$ cat src/rtl/core/crp_pkg.sv
// Shared types and constants for the clock frame replacement block.
package crp_pkg;

   localparam int FRAMES_DEFAULT = 64;

   localparam int CFG_W   = 7;
   localparam int IDX_W   = 6;
   localparam int FRAME_W = 6;

   localparam logic [CFG_W-1:0] POOL_RESET = 7'd64;

   localparam logic ACT_ACCESS   = 1'b0;
   localparam logic ACT_ALLOCATE = 1'b1;

   typedef enum logic [0:0] {
      ST_IDLE,
      ST_SCAN
   } ctl_state_type;

   // Commands from the controller to the datapath.
   typedef struct packed {
      logic access;
      logic fresh;
      logic start;
      logic scan;
      logic load_rsp;
   } dp_cmd_type;

   // Status from the datapath to the controller.
   typedef struct packed {
      logic need_evict;
      logic scan_done;
   } dp_sts_type;

endpackage

$ cat src/rtl/core/clock_frame_replacement_top.sv
// Top level of the clock (second-chance) frame replacement block.
//
// Requests arrive on the req_ channel: req_action selects an access, which
// marks an in-use frame as referenced and gives no response, or an allocate,
// which gives one response on the rsp_ channel with the granted frame and
// whether it was taken from a resident page. csr_write_en loads the pool size.
// An allocate that finds a free frame has its response valid in the next
// cycle. An allocate that evicts sweeps the referenced-bit RAM from the hand,
// one frame per cycle through its registered read port, examining at most
// the frames in use (64 by default), and no request is taken meanwhile.
// The response sits in an output register; while rsp_stall holds it,
// req_stall is raised and no request is taken. Reset clears the use count,
// the hand and any pending response and loads the pool size to 64; no
// clearing pass is needed because a frame's bit is written when it is handed
// out.
module clock_frame_replacement_top #(
   parameter int FRAMES = crp_pkg::FRAMES_DEFAULT
) (
   input  logic                          clock,
   input  logic                          reset,
   input  logic                          req_valid,
   output logic                          req_stall,
   input  logic                          req_action,
   input  logic [crp_pkg::IDX_W-1:0]     req_frame_index,
   output logic                          rsp_valid,
   input  logic                          rsp_stall,
   output logic [crp_pkg::FRAME_W-1:0]   rsp_granted_frame,
   output logic                          rsp_evicted,
   input  logic                          csr_write_en,
   input  logic [crp_pkg::CFG_W-1:0]     csr_write_data
);

   crp_pkg::dp_cmd_type cmd;
   crp_pkg::dp_sts_type sts;

   crp_ctrl u_ctrl (
      .clock      (clock),
      .reset      (reset),
      .req_valid  (req_valid),
      .req_action (req_action),
      .req_stall  (req_stall),
      .rsp_valid  (rsp_valid),
      .rsp_stall  (rsp_stall),
      .sts        (sts),
      .cmd        (cmd)
   );

   crp_datapath #(
      .FRAMES (FRAMES)
   ) u_datapath (
      .clock             (clock),
      .reset             (reset),
      .req_frame_index   (req_frame_index),
      .csr_write_en      (csr_write_en),
      .csr_write_data    (csr_write_data),
      .cmd               (cmd),
      .sts               (sts),
      .rsp_granted_frame (rsp_granted_frame),
      .rsp_evicted       (rsp_evicted)
   );

   // No request is taken while a sweep is running.
   a_scan_blocks_req: assert property (@(posedge clock) disable iff (reset)
      cmd.scan |-> req_stall)
      else $error("request accepted during a sweep");

   // A sweep continues until the datapath reports a victim.
   a_scan_holds: assert property (@(posedge clock) disable iff (reset)
      (cmd.scan && !sts.scan_done) |=> cmd.scan)
      else $error("sweep ended without a victim");

   // A new response never overwrites one that is still held.
   a_no_overwrite: assert property (@(posedge clock) disable iff (reset)
      cmd.load_rsp |-> !(rsp_valid && rsp_stall))
      else $error("pending response overwritten");

   // An access request never produces a response.
   a_access_silent: assert property (@(posedge clock) disable iff (reset)
      (req_valid && !req_stall && (req_action == crp_pkg::ACT_ACCESS) && !rsp_valid)
      |=> !rsp_valid)
      else $error("response after an access request");

endmodule

$ cat src/rtl/core/crp_ram.sv
// Generic single-write, single-read RAM with registered read data.
module crp_ram #(
   parameter int WIDTH = 1,
   parameter int DEPTH = crp_pkg::FRAMES_DEFAULT
) (
   input  logic                     clock,
   input  logic                     wr_en,
   input  logic [$clog2(DEPTH)-1:0] wr_addr,
   input  logic [WIDTH-1:0]         wr_data,
   input  logic [$clog2(DEPTH)-1:0] rd_addr,
   output logic [WIDTH-1:0]         rd_data
);

   logic [WIDTH-1:0] mem_ff [DEPTH];
   logic [WIDTH-1:0] rd_data_ff;

   always_ff @(posedge clock) begin
      if (wr_en) begin
         mem_ff[wr_addr] <= wr_data;
      end
      rd_data_ff <= mem_ff[rd_addr];
   end

   assign rd_data = rd_data_ff;

endmodule

$ cat src/rtl/core/crp_ctrl.sv
// Controller state machine for the clock frame replacement block.
module crp_ctrl (
   input  logic                   clock,
   input  logic                   reset,
   input  logic                   req_valid,
   input  logic                   req_action,
   output logic                   req_stall,
   output logic                   rsp_valid,
   input  logic                   rsp_stall,
   input  crp_pkg::dp_sts_type    sts,
   output crp_pkg::dp_cmd_type    cmd
);

   crp_pkg::ctl_state_type state_ff, state_in;
   logic rsp_valid_ff, rsp_valid_in;
   logic accept;

   assign req_stall = (state_ff != crp_pkg::ST_IDLE) || (rsp_valid_ff && rsp_stall);
   assign accept    = req_valid && !req_stall;
   assign rsp_valid = rsp_valid_ff;

   always_comb begin
      state_in = state_ff;
      unique case (state_ff)
         crp_pkg::ST_IDLE: begin
            if (accept && (req_action == crp_pkg::ACT_ALLOCATE) && sts.need_evict) begin
               state_in = crp_pkg::ST_SCAN;
            end
         end
         crp_pkg::ST_SCAN: begin
            if (sts.scan_done) begin
               state_in = crp_pkg::ST_IDLE;
            end
         end
         default: state_in = crp_pkg::ST_IDLE;
      endcase
   end

   always_comb begin
      cmd = '0;
      unique case (state_ff)
         crp_pkg::ST_IDLE: begin
            if (accept) begin
               if (req_action == crp_pkg::ACT_ACCESS) begin
                  cmd.access = 1'b1;
               end else if (!sts.need_evict) begin
                  cmd.fresh    = 1'b1;
                  cmd.load_rsp = 1'b1;
               end else begin
                  cmd.start = 1'b1;
               end
            end
         end
         crp_pkg::ST_SCAN: begin
            cmd.scan     = 1'b1;
            cmd.load_rsp = sts.scan_done;
         end
         default: cmd = '0;
      endcase
   end

   // A result slot is only refilled once the previous one is gone or leaving.
   always_comb begin
      rsp_valid_in = rsp_valid_ff;
      if (cmd.load_rsp) begin
         rsp_valid_in = 1'b1;
      end else if (rsp_valid_ff && !rsp_stall) begin
         rsp_valid_in = 1'b0;
      end
   end

   always_ff @(posedge clock) begin
      if (reset) begin
         state_ff     <= crp_pkg::ST_IDLE;
         rsp_valid_ff <= 1'b0;
      end else begin
         state_ff     <= state_in;
         rsp_valid_ff <= rsp_valid_in;
      end
   end

endmodule

$ cat src/rtl/core/crp_datapath.sv
// Datapath: pool register, use count, clock hand, sweep pointers and result register.
module crp_datapath #(
   parameter int FRAMES = crp_pkg::FRAMES_DEFAULT
) (
   input  logic                          clock,
   input  logic                          reset,
   input  logic [crp_pkg::IDX_W-1:0]     req_frame_index,
   input  logic                          csr_write_en,
   input  logic [crp_pkg::CFG_W-1:0]     csr_write_data,
   input  crp_pkg::dp_cmd_type           cmd,
   output crp_pkg::dp_sts_type           sts,
   output logic [crp_pkg::FRAME_W-1:0]   rsp_granted_frame,
   output logic                          rsp_evicted
);

   localparam int AW  = $clog2(FRAMES);
   localparam int FUW = $clog2(FRAMES + 1);
   localparam int LW  = (FUW > crp_pkg::CFG_W) ? FUW : crp_pkg::CFG_W;

   logic [crp_pkg::CFG_W-1:0] pool_ff, pool_in;
   logic [FUW-1:0]            used_ff, used_in;
   logic [AW-1:0]             hand_ff, hand_in;
   logic [AW-1:0]             start_ff, start_in;
   logic [AW-1:0]             rd_pos_ff, rd_pos_in;
   logic [AW-1:0]             iss_pos_ff, iss_pos_in;
   logic [FUW-1:0]            cnt_ff, cnt_in;
   logic [crp_pkg::FRAME_W-1:0] frame_ff, frame_in;
   logic                      evicted_ff, evicted_in;

   logic [LW-1:0] pool_ext, frames_ext, lim_cap, lim, used_ext, idx_ext, pos_ext;
   logic          idx_ok;
   logic [AW-1:0] h;
   logic          scan_last;

   logic          ram_we;
   logic [AW-1:0] ram_waddr;
   logic          ram_wdata;
   logic [AW-1:0] ram_raddr;
   logic          ram_rdata;

   function automatic logic [AW-1:0] wrap_inc(input logic [AW-1:0] p,
                                              input logic [FUW-1:0] n);
      logic [FUW-1:0] s;
      s = FUW'(p) + FUW'(1);
      return (s == n) ? '0 : s[AW-1:0];
   endfunction

   // Usable pool is the register capped at FRAMES, with zero counting as one.
   assign pool_ext   = LW'(pool_ff);
   assign frames_ext = LW'(FRAMES);
   assign lim_cap    = (pool_ext > frames_ext) ? frames_ext : pool_ext;
   assign lim        = (lim_cap == '0) ? LW'(1) : lim_cap;
   assign used_ext   = LW'(used_ff);
   assign idx_ext    = LW'(req_frame_index);
   assign pos_ext    = LW'(rd_pos_ff);
   assign idx_ok     = idx_ext < used_ext;

   assign h         = (FUW'(hand_ff) < used_ff) ? hand_ff : '0;
   assign scan_last = (cnt_ff == (used_ff - FUW'(1)));

   assign sts.need_evict = used_ext >= lim;
   assign sts.scan_done  = !ram_rdata || scan_last;

   always_comb begin
      ram_we    = 1'b0;
      ram_waddr = rd_pos_ff;
      ram_wdata = 1'b0;
      if (cmd.access) begin
         ram_we    = idx_ok;
         ram_waddr = idx_ext[AW-1:0];
         ram_wdata = 1'b1;
      end else if (cmd.fresh) begin
         ram_we    = 1'b1;
         ram_waddr = used_ff[AW-1:0];
      end else if (cmd.scan) begin
         // Second chance: a set bit is cleared as the hand passes it.
         ram_we = ram_rdata;
      end
   end

   assign ram_raddr = cmd.start ? h : iss_pos_ff;

   always_comb begin
      pool_in    = csr_write_en ? csr_write_data : pool_ff;
      used_in    = used_ff;
      hand_in    = hand_ff;
      start_in   = start_ff;
      rd_pos_in  = rd_pos_ff;
      iss_pos_in = iss_pos_ff;
      cnt_in     = cnt_ff;
      frame_in   = frame_ff;
      evicted_in = evicted_ff;
      if (cmd.fresh) begin
         used_in    = used_ff + FUW'(1);
         frame_in   = used_ext[crp_pkg::FRAME_W-1:0];
         evicted_in = 1'b0;
      end
      if (cmd.start) begin
         start_in   = h;
         rd_pos_in  = h;
         iss_pos_in = wrap_inc(h, used_ff);
         cnt_in     = '0;
      end
      if (cmd.scan) begin
         if (sts.scan_done) begin
            // If every bit was set the hand goes back to where it started.
            hand_in    = ram_rdata ? start_ff : rd_pos_ff;
            frame_in   = pos_ext[crp_pkg::FRAME_W-1:0];
            evicted_in = 1'b1;
         end else begin
            rd_pos_in  = iss_pos_ff;
            iss_pos_in = wrap_inc(iss_pos_ff, used_ff);
            cnt_in     = cnt_ff + FUW'(1);
         end
      end
   end

   always_ff @(posedge clock) begin
      if (reset) begin
         pool_ff <= crp_pkg::POOL_RESET;
         used_ff <= '0;
         hand_ff <= '0;
      end else begin
         pool_ff <= pool_in;
         used_ff <= used_in;
         hand_ff <= hand_in;
      end
   end

   always_ff @(posedge clock) begin
      start_ff   <= start_in;
      rd_pos_ff  <= rd_pos_in;
      iss_pos_ff <= iss_pos_in;
      cnt_ff     <= cnt_in;
      frame_ff   <= frame_in;
      evicted_ff <= evicted_in;
   end

   assign rsp_granted_frame = frame_ff;
   assign rsp_evicted       = evicted_ff;

   crp_ram #(
      .WIDTH (1),
      .DEPTH (FRAMES)
   ) u_ref_bits (
      .clock   (clock),
      .wr_en   (ram_we),
      .wr_addr (ram_waddr),
      .wr_data (ram_wdata),
      .rd_addr (ram_raddr),
      .rd_data (ram_rdata)
   );

endmodule
$ cat config.mk
export PLATFORM = sky130hd
export DESIGN_NAME = clock_frame_replacement_top
export DESIGN_NICKNAME = d
export VERILOG_FILES = /design/src/rtl/core/crp_pkg.sv /design/src/rtl/core/clock_frame_replacement_top.sv /design/src/rtl/core/crp_ram.sv /design/src/rtl/core/crp_ctrl.sv /design/src/rtl/core/crp_datapath.sv
export SDC_FILE = /design/constraint.sdc
export NUM_CORES = 1
export LEC_CHECK = 0
export BUFFER_PORTS_ARGS = -buffer_cell sky130_fd_sc_hd__buf_4
export CORE_MARGIN = 4
export CORE_UTILIZATION = 25
export CTS_BUF_LIST = sky130_fd_sc_hd__clkbuf_8
export DETAILED_ROUTE_END_ITERATION = 12
export HOLD_SLACK_MARGIN = 0.08
export PLACE_DENSITY = 0.38
export SETUP_SLACK_MARGIN = 0.05
export SLEW_MARGIN = 20
export SYNTH_ARGS = -nofsm -noshare
export SYNTH_HDL_FRONTEND = slang
export SYNTH_SLANG_ARGS = --single-unit
$ cat constraint.sdc
create_clock -name clock -period 3.5 [get_ports clock]
set_input_delay 0.35 -clock clock [delete_from_list [all_inputs] [get_ports clock]]
set_output_delay 0.35 -clock clock [all_outputs]
set_load 0.1 [all_outputs]
==> run metrics, run 1 <==
run status finished, final reports clean; EDFF count, synth 70; post-synthesis cell area 6460 µm²; Site Rows 58; cts hold-fix bufs 0; Yosys warnings 0; unrepaired setup endpoints after global routing yes; reg2reg start u_datapath.pool_ext[6]; Leak Pwr 2.89 nW; most frequent cell after synthesis nor2_1; Die W 169 µm; Core ar. 25300 µm²; CTS H-tree depth 4; Async SR Flop Fraction 0; via count 5081; pwr dens 608 nW/µm²; synth unique cells 69; clock tree buffer depth 2; Initial Util 0.255; Seq/Total Area, Yosys 0.477; total power 4.73 mW; detailed placer's ending HPWL 14.3 mm; Clock Skew 10.8 ps; Worst-path clk slew 80 ps; total I/O pin count 28; setup violators final 0; Synth area leaders edfxtp_1 (33%), dfxtp_1 (15%), nor2_1 (7.0%); clock latency on the worst-skew pair 450 ps; largest net degree at the start of global routing 45; Hold Path Class in2reg; gr ovfl total 0; Fillers 2646; CTS Buf Count 17; first-pass GRT wire length 30.1 mm; vias in the first global route 5118; Die ar. 28500 µm²; most frequent cells after synthesis nor2_1 (121), edfxtp_1 (70), dfxtp_1 (49); Inserted Diodes 0; area of the multi-input gates 3200 µm²; Worst Hold Launch csr_write_data[2]; post-synth top area share 0.325; Post-layout nets 750; Tightest Pin Transition 960 ps; CP Max Fanout 7; Die H 169 µm; Final GP Congestion 0.837; fin crit period 3350 ps; ys flop type edfxtp_1; slew margin rel. 0.355; Worst Setup SP u_datapath.pool_ext[6]; Routed Antenna Nets 0; number of port buffers 27; fmax 0.298 GHz; clk root buf clkbuf_8; layout cell share with drive strength beyond 1 0.212; register area 3090 µm²; Detailed Routing Iterations Pass 1 5; DR DRC count 0; Tcrit/Tclk final 0.958; CTS Sinks 119; DR WL/cell 18.8 µm; Mapped Cells 655; CTS tree built; setup TNS 0 ps; endpoint class of the critical path register; GRT Total Usage 0.139; Synth Net Count 696; WP data required 3830 ps; Avg Inst Size Synth 9.87 µm²; Synth Register Bits 119; P&R area growth vs syn 20.4%; Worst setup SP type register; initial drt markers 421; largest area contributor in the netlist edfxtp_1; CP Data Arrival Time 3690 ps; initial antenna violation count 0; DR vias/cell 4.83; Crit Path Category reg2reg; final WL 19.8 mm; Final Slew Violations 0; Hold Fails Final Rpt 0; Max-Cap Viols 0; VDD IR-drop max 0.000251 V
==> final timing paths <==
check                           slack, ps  depth (start not counted)                            end
worst min-delay path                  150                          3         u_datapath.pool_ext[2]
worst max register to register        150                         15  u_datapath.u_ref_bits.rd_data
worst max-delay path                  150                         15  u_datapath.u_ref_bits.rd_data
worst min register to register        490                          1           u_datapath.cnt_ff[6]
==> repair_timing <==
action                                  4_1_cts  5_1_grt
endpoints found under the setup margin        0       66
setup buffers                                 0        8
gates resized for setup                       0       26
hold endpoints to repair                      0        0
==> registers in the layout, indices dropped and copies added, names as in the netlist <==
name                           count
u_ctrl.rsp_valid                   1
u_datapath.u_ref_bits.rd_data      1
u_datapath.rd_pos_ff               6
u_datapath.iss_pos_ff              6
u_datapath.pool_ext                7
u_datapath.start_ff                6
u_datapath.used_ext                7
u_datapath.rsp_evicted             1
u_datapath.rsp_granted_frame       6
u_datapath.hand_ff                 6
u_datapath.cnt_ff                  7
u_ctrl.state_ff                    1
u_datapath.u_ref_bits.mem_ff      64
==> area by class of cell <==
cell class,instances,area share
inverter,23,0.0111
timing repair buffer,73,0.0757
sequential,119,0.396
multi-input combinational,475,0.411
clock inverter,14,0.0225
clock buffer,17,0.0301
tap,330,0.0531
==> cell families after synthesis <==
logic type,share of synthesized area
XOR/XNOR,0.0447
flip-flops,0.477
multiplexers,0.0738
buffers and inverters,0.0428
AND/OR/NAND/NOR,0.178
AO/OA/AOI/OAI,0.141
adder cells (fa/ha/maj),0.0426
==> worst max-delay path, stage by stage, from the launching register on <==
cell	delay [ps]
dfxtp_1	310
inv_1	170
nand2_1	90
ha_1	290
a211o_1	310
a21oi_2	200
o31ai_4	140
nand2_2	110
inv_2	80
o21ai_4	270
buf_12	170
buf_4	110
mux4_2	510
a32oi_1	190
a32o_2	210
mux2i_1	60
==> routing by layer <==
metal,part of all wire,track usage,vias to the layer above
li1,-,-,2451
met1,0.47,0.182,2534
met4,0.012,0.0378,0
met2,0.49,0.233,81
met5,0,0,-
met3,0.027,0.0294,15
==> where the power goes <==
part	internal, mW	switching [mW]	total (mW)
Sequential	1.62	0.193	1.81
Combinational	0.648	0.929	1.58
Clock	0.706	0.638	1.34
Total	2.97	1.76	4.73
==> placed cells by master (no fill, tap or decap), drive strengths merged, types with 24 or more instances in the layout <==
cell	instances
a21oi	31
buf	72
dfxtp	49
edfxtp	70
inv	26
mux2i	33
nand2	41
nand3	34
nor2	123
o21ai	24
xnor2	27
==> metrics by stage <==
stage	hold WS (ps)	area [µm²]	setup WS [ps]	util	instances
floorplan	423	6460	214	-	655
global placement	466	7180	77.5	0.284	1011
detailed placement	473	7180	97.6	0.284	1011
CTS	119	7590	85.2	0.300	1042
global route	131	7780	4.02	0.307	1051
finish	145	7780	146	0.307	1051
No activity file was read; power rests on OpenSTA's default activity.
==> inputs of run 2 (changes only) <==
--- a/config.mk
+++ b/config.mk
@@ -13,7 +13,6 @@
 export HOLD_SLACK_MARGIN = 0.08
 export PLACE_DENSITY = 0.38
 export SETUP_SLACK_MARGIN = 0.05
-export SLEW_MARGIN = 20
 export SYNTH_ARGS = -nofsm -noshare
 export SYNTH_HDL_FRONTEND = slang
 export SYNTH_SLANG_ARGS = --single-unit
==> constraint.sdc (replaced) <==
create_clock -name clock -period 3.2 [get_ports clock]
set_input_delay 0.32 -clock clock [delete_from_list [all_inputs] [get_ports clock]]
set_output_delay 0.32 -clock clock [all_outputs]
set_load 0.1 [all_outputs]
==> run metrics, run 2 (synthesized netlist as in run 1, its figures left out) <==
Die W 169 µm (unchanged); reg2reg setup slack 3 ps (-140 ps); Final Slew Violations 0 (unchanged); setup violators final 0 (unchanged); CTS Buf Count 17 (unchanged); Final GP Congestion 0.868 (+3.7%); max FFs per register 64 (unchanged); largest net degree at the start of global routing 35 (-22%); GRT Total Usage 0.143 (+0.00416); CP Data Arrival Time 3370 ps (-320 ps); P&R area growth vs syn 31.5%; number of port buffers 27 (unchanged); Crit Path Category reg2reg; clock tree buffer depth 2 (unchanged); pwr dens 631 nW/µm² (+3.8%); Tcrit/Tclk final 0.999 (+0.0409); initial antenna violation count 0 (unchanged); DR DRC count 0 (unchanged); Max-Cap Viols 0 (unchanged); Worst Hold Launch csr_write_data[4]; Die ar. 28500 µm² (unchanged); R2R depth 14 (-1); fmax 0.313 GHz (+4.9%); first-pass GRT wire length 31.1 mm (+3.1%); Inserted Diodes 0 (unchanged); fin crit period 3200 ps (-157 ps); area of placed instances 7420 µm² (+3.3%); run status finished, final reports clean; DR vias/cell 4.79 (-1.0%); endpoint class of the critical path register; VDD IR-drop max 0.000277 V (+10%); Die H 169 µm (unchanged); CP max-delay cell or3_4; commonest non-fill, non-tap cells in the layout buf_4 (83), edfxtp_1 (70), nor2_1 (62); Detailed Routing Iterations Pass 1 6 (+1); Buf/Inv on CP 1 (-3); gr ovfl total 0 (unchanged); total I/O pin count 28 (unchanged); slew margin rel. 0.423 (+0.0678); most frequent cell on the critical path nor2_2; RR Endpoint u_datapath.u_ref_bits.mem_ff[16]; detailed placer's ending HPWL 14.9 mm (+3.8%); CTS tree built; Tightest Pin Transition 859 ps (-101 ps); vias in the first global route 5263 (+2.8%); Clock Skew 18.5 ps (+7.70 ps); clk root buf clkbuf_8; CTS Sinks 119 (unchanged); CTS H-tree depth 4 (unchanged); final WL 20.2 mm (+2.0%); Most flops, register u_datapath.u_ref_bits.mem_ff; initial drt markers 343 (-19%); via count 5149 (+1.3%); Post-layout nets 774 (+3.2%); unrepaired setup endpoints after global routing yes; Routed Antenna Nets 0 (unchanged); hold path depth 3 (unchanged); final core utilization 0.336 (+0.0283); Site Rows 58 (unchanged); critical path's top delay family simple AND/OR/NAND/NOR gates; hold endpoint u_datapath.pool_ext[4]; Hold Fails Final Rpt 0 (unchanged); Worst setup SP type register; DR WL/cell 18.8 µm (-0.39%); Hold Path Class in2reg; reg2reg start u_datapath.pool_ext[1]; commonest non-fill, non-tap cell in the layout buf_4; critical path's largest stage delay 510 ps (about the same); Initial Util 0.255 (unchanged); CP cell instances nor3_2 > a21oi_2 > nor2_1 > ha_1 > nand2b_4 > a211oi_4 > o31ai_4 > nor2_4 > buf_12 > mux2i_4 > nor2_2 > a21o_1 > or3_4 > nor2_2; clock latency on the worst-skew pair 450 ps (about the same); Core ar. 25300 µm² (unchanged); Worst-path clk slew 90 ps (about the same); fin area 8500 µm² (+9.2%); CP Max Fanout 8 (+1); Leak Pwr 3.05 nW (+5.6%); layout cell share with drive strength beyond 1 0.342 (+0.130); WP data required 3380 ps (-450 ps)
==> run 2: where the power goes <==
| part | internal [mW] | total (mW) | switching, mW |
|---|---|---|---|
| logic | 0.824 | 1.98 | 1.16 |
| registers | 1.77 | 1.95 | 0.185 |
| clock network | 0.712 | 1.43 | 0.714 |
| total | 3.30 | 5.36 | 2.06 |
==> run 2: how the worst max path moves through the flow <==
stage                     slack (ps)                          endpoint  cells past startpoint              startpoint
after CTS                         40   u_datapath.u_ref_bits.mem_ff[7]                     15  u_datapath.pool_ext[1]
after floorplan                  120          u_datapath.iss_pos_ff[4]                     17  u_datapath.used_ext[2]
after global placement          -120  u_datapath.u_ref_bits.mem_ff[18]                     14  u_datapath.pool_ext[1]
after global routing            -150  u_datapath.u_ref_bits.mem_ff[16]                     14  u_datapath.pool_ext[1]
after detailed placement        -150  u_datapath.u_ref_bits.mem_ff[18]                     14  u_datapath.pool_ext[1]
final                              3  u_datapath.u_ref_bits.mem_ff[16]                     14  u_datapath.pool_ext[1]
==> run 2: worst min-delay path, cell delays in order <==
cell	delay, ps
buf_4	70
mux2i_1	50
nor2_1	70
==> run 2: cell type report <==
| class | instances | area [µm²] |
|---|---|---|
| fillers | 2572 | 16800 |
| multi-input cells | 475 | 3670 |
| flip-flops and latches | 119 | 3090 |
| repair buffers | 97 | 836 |
| well taps | 330 | 413 |
| clock buffers | 17 | 234 |
| clock inverters | 15 | 168 |
| inverters | 23 | 86.3 |
==> run 2: metal layers <==
| layer | part of all wire | wire length, µm | GRT usage | vias up |
|---|---|---|---|---|
| met5 | 0 | 0 | 0 | - |
| met4 | 0.018 | 359 | 0.0423 | 0 |
| met3 | 0.029 | 580 | 0.0311 | 22 |
| met2 | 0.50 | 10000 | 0.241 | 88 |
| met1 | 0.46 | 9220 | 0.185 | 2526 |
| li1 | - | - | - | 2513 |
==> run 2: what timing repair did <==
action	4_1_cts	5_1_grt
gates resized for setup	21	133
endpoints found under the hold margin	1	0
endpoints found under the setup margin	65	76
pin swaps	10	39
hold buffers	1	0
setup buffers	2	2
==> run 2: per-stage QoR <==
| stage | setup WS [ps] | setup TNS (ps) | total power [mW] | hold WS, ps | std cells |
|---|---|---|---|---|---|
| after floorplan | 119 | 0 | 3.08 | 393 | 655 |
| after CTS | 44.7 | 0 | 5.17 | 83.9 | 1074 |
| after detailed placement | -151 | -5160 | 3.66 | 476 | 1039 |
| after global placement | -124 | -3670 | 3.65 | 463 | 1039 |
| final | 2.77 | 0 | 5.36 | 111 | 1076 |
| after global routing | -149 | -6040 | 5.66 | 95.8 | 1076 |
==> inputs of run 3 (changes only) <==
--- a/config.mk
+++ b/config.mk
@@ -5,6 +5,7 @@
 export SDC_FILE = /design/constraint.sdc
 export NUM_CORES = 1
 export LEC_CHECK = 0
+export ABC_AREA = 1
 export BUFFER_PORTS_ARGS = -buffer_cell sky130_fd_sc_hd__buf_4
 export CORE_MARGIN = 4
 export CORE_UTILIZATION = 25
==> run metrics, run 3 <==
final WL 21.6 mm (+6.9%); DR DRC count 0 (unchanged); clk root buf clkbuf_8; number of port buffers 27 (unchanged); unrepaired setup endpoints after global routing yes; setup violators final 0 (unchanged); Hold Path Class in2reg; most frequent cell on the critical path nand2_1; Initial Util 0.256 (+0.000882); Die ar. 29600 µm² (+3.9%); Synth Net Count 902 (+30%); first-pass GRT wire length 33.7 mm (+8.3%); Max-Cap Viols 0 (unchanged); gr ovfl total 0 (unchanged); CTS tree built; most frequent cells after synthesis nand2_1 (205), nor2_1 (116), inv_1 (100); Synth Register Bits 119 (unchanged); VDD IR-drop max 0.000244 V (-12%); total I/O pin count 28 (unchanged); Mapped Cells 861 (+31%); Worst Hold Launch csr_write_data[1]; post-synth top area share 0.312 (-0.0129); Detailed Routing Iterations Pass 1 5 (-1); Inserted Diodes 0 (unchanged); Avg Inst Size Synth 7.82 µm² (-21%); Final GP Congestion 0.802 (-7.6%); Die W 172 µm (+1.9%); R2R depth 23 (+9); run status finished, final reports clean; critical path's largest stage delay 350 ps (-160 ps); Yosys warnings 0 (unchanged); Async SR Flop Fraction 0 (unchanged); hold path depth 3 (unchanged); GRT Total Usage 0.151 (+0.00757); CP Max Fanout 8 (unchanged); ys flop type edfxtp_1; detailed placer's ending HPWL 15.6 mm (+4.8%); CTS Buf Count 17 (unchanged); fin crit period 2940 ps (-259 ps); Tightest Pin Transition 622 ps (-237 ps); slew margin rel. 0.585 (+0.162); hold endpoint u_datapath.pool_ext[1]; clock tree buffer depth 2 (unchanged); via count 5822 (+13%); WP data required 3350 ps (-30 ps); CP Data Arrival Time 3090 ps (-280 ps); CP max-delay cell dfxtp_1; Tcrit/Tclk final 0.918 (-0.0810); pwr dens 701 nW/µm² (+11%); Core ar. 26300 µm² (+3.8%); Site Rows 59 (+1.7%); Leak Pwr 3.51 nW (+15%); Hold Fails Final Rpt 0 (unchanged); initial antenna violation count 0 (unchanged); largest net degree at the start of global routing 65 (+86%); post-synthesis cell area 6730 µm² (+4.1%); P&R area growth vs syn 20.9%; Most flops, register u_datapath.u_ref_bits.mem_ff; Die H 172 µm (+1.9%); Post-layout nets 971 (+25%); Final Slew Violations 0 (unchanged); clock latency on the worst-skew pair 450 ps (about the same); DR WL/cell 16.9 µm (-10%); synth unique cells 44 (-36%); Seq/Total Area, Yosys 0.458 (-0.0189); fmax 0.340 GHz (+8.8%); CTS H-tree depth 4 (unchanged); initial drt markers 382 (+11%); CTS Sinks 119 (unchanged); Worst setup SP type register; max FFs per register 64 (unchanged); CP cell instances inv_2 > nand2_1 > nand4_1 > o21ai_1 > ha_1 > inv_1 > nand2_1 > nand2_1 > nand2_1 > nand2_1 > nand2_2 > nor3_4 > buf_4 > buf_4 > nand2_1 > o21ai_1 > nand2_1 > o21ai_2 > inv_2 > nor2_2 > nand2_1 > buf_4 > nor2_1; Clock Skew 18.3 ps (-0.237 ps); vias in the first global route 5699 (+8.3%); Fillers 2874 (+12%); EDFF count, synth 70 (unchanged); reg2reg setup slack 260 ps (+260 ps); endpoint class of the critical path register; Worst-path clk slew 80 ps (about the same); total power 5.71 mW (+6.5%); commonest non-fill, non-tap cells in the layout nand2_1 (196), nor2_1 (100), inv_1 (98); setup TNS 0 ps (unchanged); Crit Path Category reg2reg; RR Endpoint u_datapath.u_ref_bits.mem_ff[18]; largest area contributor in the netlist edfxtp_1; DR vias/cell 4.56 (-4.8%); most frequent cell after synthesis nand2_1; layout cell share with drive strength beyond 1 0.189 (-0.153); commonest non-fill, non-tap cell in the layout nand2_1; Routed Antenna Nets 0 (unchanged); reg2reg start u_datapath.pool_ext[6]; Synth area leaders edfxtp_1 (31%), dfxtp_1 (15%), nand2_1 (11%)
-- run 3: cells by family (layout without fill, tap and decap cells) --
kind of cell / count (synthesis) / after routing / synth area share
xor+xnor: 18 / 18 / 0.0234
mux: 3 / 3 / 0.00446
buf+inv: 138 / 220 / 0.0861
compound gates: 103 / 103 / 0.0892
fa+ha+maj: 22 / 22 / 0.0409
simple gates: 458 / 458 / 0.298
flops: 119 / 119 / 0.458
-- run 3: where the power goes --
part,internal (mW),switching [mW]
Combinational,0.736,1.49
Clock,0.773,0.705
Sequential,1.80,0.198
-- run 3: worst max-delay path: cells and delay by family (launching register included) --
family | cells | cell delay [ps]
buffers and inverters | 6 | 670
AO/OA/AOI/OAI | 3 | 320
adder cells (fa/ha/maj) | 1 | 240
AND/OR/NAND/NOR | 13 | 1080
flip-flops | 1 | 350
-- run 3: what timing repair did --
action,4_1_cts,5_1_grt
hold endpoints to repair,4,0
hold buffers,4,0
pin swaps,0,3
setup endpoints to repair,1,71
gates resized for setup,0,41
setup buffers,0,2
-- run 3: cell type report --
type | instances | area [µm²] | share of cell area
clock buffers | 17 | 234 | 0.0288
clock inverters | 15 | 178 | 0.0218
inverters | 112 | 423 | 0.0520
multi-input cells | 604 | 3170 | 0.390
flip-flops and latches | 119 | 3090 | 0.379
well taps | 335 | 419 | 0.0515
repair buffers | 76 | 626 | 0.0769
-- run 3: metrics by stage --
stage,utilization,hold WS (ps),cell area (µm²),std cells,setup slack [ps]
2_1_floorplan,-,389,6740,861,264
3_3_place_gp,0.288,447,7560,1240,79.4
3_5_place_dp,0.288,455,7560,1240,76.6
4_1_cts,0.305,86.4,8010,1276,49.9
5_1_grt,0.310,94.8,8140,1278,13.6
6_report,0.310,118,8140,1278,262
-- run 3: layer usage --
layer | vias to the layer above | part of all wire | GRT usage | wire length [µm]
met5 | - | 0 | 0 | 0
met4 | 0 | 0.0061 | 0.0362 | 132
met3 | 10 | 0.038 | 0.0329 | 816
met2 | 81 | 0.44 | 0.227 | 9560
met1 | 2779 | 0.51 | 0.221 | 11100
li1 | 2952 | - | - | -
-- run 3: how the worst max path moves through the flow --
stage / from / to / slack (ps)
floorplan: u_ctrl.rsp_valid / u_datapath.u_ref_bits.mem_ff[12] / 260
global placement: u_datapath.pool_ext[6] / u_datapath.u_ref_bits.mem_ff[62] / 80
detailed placement: u_datapath.pool_ext[6] / u_datapath.u_ref_bits.mem_ff[43] / 80
CTS: u_datapath.pool_ext[6] / u_datapath.u_ref_bits.mem_ff[43] / 50
global route: u_datapath.pool_ext[6] / u_datapath.u_ref_bits.mem_ff[58] / 10
finish: u_datapath.pool_ext[6] / u_datapath.u_ref_bits.mem_ff[18] / 260
